--- config.mk ---
export PLATFORM = sky130hd
export DESIGN_NAME = insertion_sort_engine_flat
export DESIGN_NICKNAME = d
export VERILOG_FILES = /design/src/design/ise_pkg.sv /design/src/design/ise_in_if.sv /design/src/design/ise_out_if.sv /design/src/design/insertion_sort_engine.sv /design/src/design/ise_cell.sv /design/src/flat_wrapper.sv
export SDC_FILE = /design/constraint.sdc
export NUM_CORES = 2
export LEC_CHECK = 0
export ABC_AREA = 1
export BUFFER_PORTS_ARGS = -buffer_cell sky130_fd_sc_hd__buf_2
export CAP_MARGIN = 10
export CORE_ASPECT_RATIO = 1.1
export CORE_MARGIN = 10
export CORE_UTILIZATION = 60
export CTS_BUF_LIST = sky130_fd_sc_hd__clkbuf_4
export DETAILED_ROUTE_END_ITERATION = 10
export PLACE_DENSITY = 0.77
export SLEW_MARGIN = 10
export SYNTH_ARGS = -nofsm -noshare
export SYNTH_HDL_FRONTEND = slang
export SYNTH_HIERARCHICAL = 1
export SYNTH_SLANG_ARGS = --single-unit
--- constraint.sdc ---
create_clock -name clk -period 18.1 [get_ports clk]
set_clock_uncertainty 0.15 [all_clocks]
set_input_delay 1.81 -clock clk [delete_from_list [all_inputs] [get_ports clk]]
set_output_delay 1.81 -clock clk [all_outputs]
set_load 0.005 [all_outputs]
--- src/design/ise_pkg.sv ---
// ----------------------------------------------------------------------------
// ise_pkg
// Shared constants and types for the insertion sort engine.
// ----------------------------------------------------------------------------
package ise_pkg;

  localparam int CAPACITY = 16;
  localparam int VAL_W    = 32;

  typedef logic signed [VAL_W-1:0] value_t;

  // What one cell exposes to its neighbours.
  typedef struct packed {
    value_t val;
    logic   valid;
    logic   gt;
  } cell_link_t;

  // Control broadcast to every cell of the chain.
  typedef struct packed {
    logic insert;
    logic shift;
  } cell_ctrl_t;

  typedef enum logic {
    ST_LOAD,
    ST_DRAIN
  } state_t;

endpackage

--- src/design/ise_in_if.sv ---
// ----------------------------------------------------------------------------
// ise_in_if
// Input channel: one element of the data set per transfer.
// ----------------------------------------------------------------------------
interface ise_in_if;
  logic                      valid;
  logic                      ready;
  logic signed [ise_pkg::VAL_W-1:0] value;
  logic                      end_of_set;

  modport source (output valid, output value, output end_of_set, input ready);
  modport sink   (input valid, input value, input end_of_set, output ready);
endinterface

--- src/design/ise_out_if.sv ---
// ----------------------------------------------------------------------------
// ise_out_if
// Output channel: one element of the sorted run per transfer.
// ----------------------------------------------------------------------------
interface ise_out_if;
  logic                      valid;
  logic                      ready;
  logic signed [ise_pkg::VAL_W-1:0] sorted_value;
  logic                      last_of_run;
  logic                      overflow;

  modport source (output valid, output sorted_value, output last_of_run,
                  output overflow, input ready);
  modport sink   (input valid, input sorted_value, input last_of_run,
                  input overflow, output ready);
endinterface

--- src/design/insertion_sort_engine.sv ---
// ----------------------------------------------------------------------------
// insertion_sort_engine
// Sorts one data set at a time in a chain of insertion cells, then streams
// the set out in ascending order.
//
//   channel  | dir | payload                                  | ends run
//   ---------+-----+------------------------------------------+-------------
//   items    | in  | value[31:0] signed, end_of_set           | end_of_set
//   results  | out | sorted_value[31:0], last_of_run, overflow| last_of_run
//
// Loading takes one element per cycle: every cell compares against the
// incoming value in parallel and the larger entries move one slot right.
// After the element flagged end_of_set, the chain shifts towards cell 0 and
// presents one result per cycle while the results channel is ready. No
// input is taken while draining. Reset clears the valid bits directly;
// there is no clearing pass.
// ----------------------------------------------------------------------------
module insertion_sort_engine (
  input  logic      clk,
  input  logic      rst,
  ise_in_if.sink    items,
  ise_out_if.source results
);
  import ise_pkg::*;

  state_t     state, state_next;
  logic       dropped, dropped_next;
  cell_ctrl_t ctrl;
  cell_link_t link [CAPACITY];
  logic       in_xfer, out_xfer, full;

  assign full     = link[CAPACITY-1].valid;
  assign in_xfer  = items.valid && items.ready;
  assign out_xfer = results.valid && results.ready;

  genvar i;
  generate
    for (i = 0; i < CAPACITY; i++) begin : g_cell
      cell_link_t left, right;
      if (i == 0) begin : g_first
        assign left = '0;
      end else begin : g_left
        assign left = link[i-1];
      end
      if (i == CAPACITY-1) begin : g_end
        assign right = '0;
      end else begin : g_right
        assign right = link[i+1];
      end
      ise_cell u_cell (
        .clk       (clk),
        .rst       (rst),
        .ctrl      (ctrl),
        .ins_value (items.value),
        .left      (left),
        .right     (right),
        .link      (link[i])
      );
    end
  endgenerate

  always_ff @(posedge clk) begin
    if (rst) begin
      state   <= ST_LOAD;
      dropped <= 1'b0;
    end else begin
      state   <= state_next;
      dropped <= dropped_next;
    end
  end

  always_comb begin
    state_next   = state;
    dropped_next = dropped;
    ctrl         = '0;
    items.ready  = 1'b0;
    results.valid = 1'b0;
    case (state)
      ST_LOAD: begin
        items.ready = 1'b1;
        if (in_xfer) begin
          // Drop the element when the chain is full, but remember that one was dropped.
          ctrl.insert = !full;
          if (full) begin
            dropped_next = 1'b1;
          end
          if (items.end_of_set) begin
            state_next = ST_DRAIN;
          end
        end
      end
      ST_DRAIN: begin
        results.valid = link[0].valid;
        if (out_xfer) begin
          ctrl.shift = 1'b1;
          if (!link[1].valid) begin
            state_next   = ST_LOAD;
            dropped_next = 1'b0;
          end
        end
      end
      default: begin
        state_next = ST_LOAD;
      end
    endcase
  end

  assign results.sorted_value = link[0].val;
  assign results.last_of_run  = !link[1].valid;
  assign results.overflow     = dropped;

endmodule

--- src/design/ise_cell.sv ---
// ----------------------------------------------------------------------------
// ise_cell
// One slot of the sorted chain. Compares its entry with the broadcast value;
// on insert takes the left entry or that value, on drain the right one.
// ----------------------------------------------------------------------------
module ise_cell (
  input  logic                clk,
  input  logic                rst,
  input  ise_pkg::cell_ctrl_t ctrl,
  input  ise_pkg::value_t     ins_value,
  input  ise_pkg::cell_link_t left,
  input  ise_pkg::cell_link_t right,
  output ise_pkg::cell_link_t link
);
  import ise_pkg::*;

  value_t val;
  logic   valid;
  logic   gt;

  // An empty slot counts as greater than anything; equal values stay put.
  assign gt = !valid || (val > ins_value);

  always_ff @(posedge clk) begin
    if (ctrl.insert && gt) begin
      val <= left.gt ? left.val : ins_value;
    end else if (ctrl.shift) begin
      val <= right.val;
    end
  end

  always_ff @(posedge clk) begin
    if (rst) begin
      valid <= 1'b0;
    end else if (ctrl.insert && gt) begin
      valid <= left.gt ? left.valid : 1'b1;
    end else if (ctrl.shift) begin
      valid <= right.valid;
    end
  end

  assign link = '{val: val, valid: valid, gt: gt};

endmodule

--- src/flat_wrapper.sv ---
// flat-port wrapper written by rule: the top's interface ports become plain ports
module insertion_sort_engine_flat import ise_pkg::*;
  (clk, rst, items_valid, items_value, items_end_of_set, items_ready, results_valid, results_sorted_value, results_last_of_run, results_overflow, results_ready);
  ise_in_if items_i ();
  ise_out_if results_i ();
  input  logic clk;
  input  logic rst;
  input wire logic [$bits(items_i.valid)-1:0] items_valid;
  input wire logic [$bits(items_i.value)-1:0] items_value;
  input wire logic [$bits(items_i.end_of_set)-1:0] items_end_of_set;
  output wire logic [$bits(items_i.ready)-1:0] items_ready;
  output wire logic [$bits(results_i.valid)-1:0] results_valid;
  output wire logic [$bits(results_i.sorted_value)-1:0] results_sorted_value;
  output wire logic [$bits(results_i.last_of_run)-1:0] results_last_of_run;
  output wire logic [$bits(results_i.overflow)-1:0] results_overflow;
  input wire logic [$bits(results_i.ready)-1:0] results_ready;
  assign items_i.valid = items_valid;
  assign items_i.value = items_value;
  assign items_i.end_of_set = items_end_of_set;
  assign items_ready = items_i.ready;
  assign results_valid = results_i.valid;
  assign results_sorted_value = results_i.sorted_value;
  assign results_last_of_run = results_i.last_of_run;
  assign results_overflow = results_i.overflow;
  assign results_i.ready = results_ready;
  insertion_sort_engine u_core (.clk(clk), .rst(rst), .items(items_i), .results(results_i));
endmodule
After elaboration in Yosys (flattened, before gate mapping)
Cells that the tools add are included.

word-level totals
  bits in registers = 530
  bits of input ports = 37
  output and inout bits = 36
  logic and storage cells = 232

operators by class
  $lt $le $gt $ge = 16
  eq/ne operators = 4
  multiplexer cells = 110
  bitwise logic cells = 1
  reduce and logical (&&, ||, !) cells = 67

operator list
  kind                                                    count
  2-to-1 mux 32 bit                                       47
  greater-than comparator 32 bit                          16
  2-to-1 mux 1 bit                                        61
  nonzero test 2 bit                                      16
  logical AND 1 bit                                       18
  zero test 1 bit                                         16
  logical OR 1 bit                                        16
  inequality test 2 bit (second input constant)           3
  case mux 1 bit (2 select lines)                         2
  AND reduction 4 bit                                     1
  inequality test 2 x 1 -> 1 bit (second input constant)  1
  inverter 1 bit                                          1

Longest topological paths before layout
  depth in word-level cells = 6
  gate-level depth with buffers = 22
  mapped depth without buffers = 21

Cells and area by module
The synthesis kept the hierarchy.

modules (own cells, without submodules)
  module                 times used  cells an instance  area an instance (um^2)  seq. area each (um^2)
  ise_cell               16          343                2,842.7                  980.9
  insertion_sort_engine  1           18                 111.4                    40.0

Worst setup path before layout
OpenSTA, ideal clock, no wires.

  path type = input port to flip-flop
  start point = input items_valid
  end point = register u_core.g_cell[0].u_cell.val[0] (enable)
  library setup time = 0.389 ns
  arrival time = 9.966 ns
  data required time = 17.561 ns
  path slack = 7.594 ns
  cell stages on the path = 4
  path buffers = 1
  cells stage by stage = nor3b_1 nand2_8 buf_2 nand2_1

between the ends
  longest elaborated chain between the ends = 5

RTL lines
  item                                 RTL line                     source
  start: declaration                   flat_wrapper.sv:8            input wire logic [$bits(items_i.valid)-1:0] items_valid;
  logical AND 1 bit                    insertion_sort_engine.sv:33  assign in_xfer = items.valid && items.ready;
  2-to-1 mux 1 bit                     insertion_sort_engine.sv:81  if (in_xfer) begin
  2-to-1 mux 1 bit                     insertion_sort_engine.sv:78  case (state)
  logical AND 1 bit                    ise_cell.sv:25               if (ctrl.insert && gt) begin
  nonzero test 2 bit (no source line)  n/a
  end signal: assignment               ise_cell.sv:26               val <= left.gt ? left.val : ins_value;
  end signal: assignment               ise_cell.sv:28               val <= right.val;
  end: declaration                     ise_cell.sv:17               value_t val;

No other way between the ends.
A chain may end at the register's enable or synchronous reset.

==> impl_metrics.yaml <==
outcome:
  result_of_the_run: "finished clean"
die:
  floorplan.initialDensity_pct: 60.77
  core-area_sq_um: 75020
  core.rowCount: 105
  die_area_sq_um: 87420
  dieWidth_um: 282.8
  chipHeight_um: 309.1
  num_io_pins: 73
clocking:
  cts_tree: "built"
  clock_tree.htree_level_count: 4
  clkTransAtPathRegs_ns: 0.06
  cts_resized: 0
  numClockSinks: 530
  total_clock_buffers_created_by_cts: 156
  cts_post_setup_buffers_inserted: 0
  max-clock-path-buffers: 3
  cts-hold-fix-buffers: 0
  clkLatencyLatePin_ns: 1.01
  clock_tree_root_buffer_cell: "sky130_fd_sc_hd__clkbuf_4"
hold_path:
  min_path_cells: 2
  timing.hold.worst_endpoint: "u_core/results.overflow"
  hold_class: "reg -> reg"
  hold_path_startpoint: "u_core/results.overflow"
routing:
  drc: 0
  avgViaCountPerCell: 5.412
  finalWirelength_mm: 108.8
  routed_wire_length_per_instance_um: 16.09
  detail-route-antenna-nets: 0
  firstDrtPassIters: 6
  drt_iter0_drcs: 2302
  vias: 36590
timing:
  layout_min_cycle_time_ns: 4.501
  relSlewSlack_pct: 44.50
  fmax_mhz: 222.2
  setup_repair_after_global_routing_missed_its_margin: "false"
  worst_slew_pin_slew_ns: 0.8325
  report.final.setup_viol: 0
  finalHoldViolations: 0
  hold-worst-slack_ns: 0.3158
  post-route-period-util_pct: 24.87
  setup-tns-final_ns: 0
  timing_max_transition_violations_final: 0
pwr:
  cellPowerDensity_nw_per_um2: 95.10
  combPwrFrac_pct: 31.0
  static_leakage_nw: 23.78
  power.sequential.fraction_pct: 41.5
  pwr-share-clk_pct: 27.6
  intPower_mw: 2.874
  power.net_switching_mw: 1.697
  swShare_pct: 37.13
  worst_ir_drop_vdd_mv: 0.07122
logic_synthesis:
  synth.yosys.warnings: 6
  synthesis.area_per_instance_sq_um: 8.281
  synth.cell_area_sq_um: 45590
  synthCells: 5505
finish:
  drive_above_1_share_pct: 17.13
  filler_cell_count: 6392
  final_nets: 6164
  mostFrequentLayoutCell: "sky130_fd_sc_hd__nand2_1"
  final-instance-count-excl-fill: 6761
  flow.area_growth_from_synthesis_pct: 5.429
  most-common-layout-cells: "sky130_fd_sc_hd__nand2_1 (2276), sky130_fd_sc_hd__inv_1 (757), sky130_fd_sc_hd__ha_1 (512), sky130_fd_sc_hd__edfxtp_1 (512), sky130_fd_sc_hd__o211ai_2 (480)"
placement:
  io_buffers: 72
  placed_cells_incl_taps: 6473
  hpwl_mm: 84.17
  globalplace.congestion: 0.8818
global_route:
  use_met2_pct: 44.09
  gr_peak_layer: "met2"
  globalRouteTotalUtil_pct: 24.75
  grt_max_degree: 65
  grt_pass1_vias: 36010
  global_route_wire_length_before_repair_mm: 177.6
  grt_remaining_overflow: 0
  initial_antenna_violation_count: 1
  globalRouteMet3Util_pct: 3.555
  global_route.usage.met1_pct: 29.46
setup_path:
  worst-r2r-setup-slack_ns: 14.47
  crit_type: "in -> reg"
  critical_path_rt_ns: 18.66
  worst-path-max-fanout: 33
  reg2reg_from: "u_core/g_cell[9].u_cell/val[7]"
  r2r-end: "u_core/g_cell[10].u_cell/val[29]"
  arrival_ns: 5.06
  worstSetupStartpointType: "primary input"
  crit_path_end_kind: "flip-flop"
  reg2reg_depth: 13
flow_run:
  drv.max_cap_violation_count: 0
==> area by class of cell <==
cell class	count	area [sq um]	share of cell area, %
antenna	2	5.005	0.01041
clock buffer	240	1802	3.749
clock inverter	46	364.1	0.7576
inverter	805	3142	6.537
multi-input combinational	4014	25110	52.25
sequential	530	15740	32.74
tap	1016	1271	2.645
timing repair buffer	108	630.6	1.312
==> flip-flops by register name (all words and copies together) (netlist names) <==
register,count
u_core/g_cell.u_cell/valid,16
u_core/g_cell.u_cell/val,512
u_core/state,1
u_core/results.overflow,1
==> how the worst max path moves through the flow <==
stage / startpoint / cells past startpoint / to / slack, ns
floorplan: items_valid / 4 / u_core/g_cell[0].u_cell/val[0] / 7.59
global placement: items_value[7] / 17 / u_core/g_cell[11].u_cell/val[26] / 12.77
detailed placement: items_value[7] / 15 / u_core/g_cell[10].u_cell/val[24] / 12.68
CTS: items_value[7] / 15 / u_core/g_cell[10].u_cell/val[29] / 13.71
global route: items_value[6] / 19 / u_core/g_cell[11].u_cell/val[29] / 13.43
finish: items_value[7] / 15 / u_core/g_cell[10].u_cell/val[29] / 13.60
==> per-stage QoR <==
stage	power (mW)	instance area (sq um)	utilization (%)	setup slack [ns]
after floorplan	3.016	45840	-	7.594
after global placement	3.263	45890	61.18	12.77
after detailed placement	3.323	45890	61.18	12.68
after CTS	4.597	48060	64.06	13.71
after global routing	4.892	48060	64.07	13.43
final	4.571	48060	64.07	13.60
==> worst max-delay path, stage by stage <==
cell                       delay (ns)
sky130_fd_sc_hd__buf_2           0.36
sky130_fd_sc_hd__inv_1           0.14
sky130_fd_sc_hd__ha_1            0.32
sky130_fd_sc_hd__nand2_1         0.07
sky130_fd_sc_hd__nor2_1          0.26
sky130_fd_sc_hd__nand4_1         0.14
sky130_fd_sc_hd__nor2_1          0.29
sky130_fd_sc_hd__nand2_1         0.11
sky130_fd_sc_hd__nand3_2         0.12
sky130_fd_sc_hd__nand2_4         0.09
sky130_fd_sc_hd__inv_2           0.50
sky130_fd_sc_hd__buf_4           0.50
sky130_fd_sc_hd__nand2_1         0.15
sky130_fd_sc_hd__o211ai_2        0.10
sky130_fd_sc_hd__nand2_1         0.06
==> per-layer routing <==
layer | part of all wire [%] | wire length [um] | vias to the layer above
li1 | - | - | 18390
met1 | 42 | 45830 | 17040
met2 | 49 | 53840 | 985
met3 | 5.0 | 5449 | 184
met4 | 3.4 | 3688 | 0
met5 | 0 | 0 | -
==> power groups by stage <==
stage	clock network [mW]	registers (mW)	logic, mW
after floorplan	0	1.84	1.17
after global placement	0	1.91	1.36
after detailed placement	0	1.92	1.40
after CTS	1.29	1.89	1.41
after global routing	1.35	1.92	1.61
final	1.26	1.90	1.42
No activity file was read; power rests on OpenSTA's default activity.
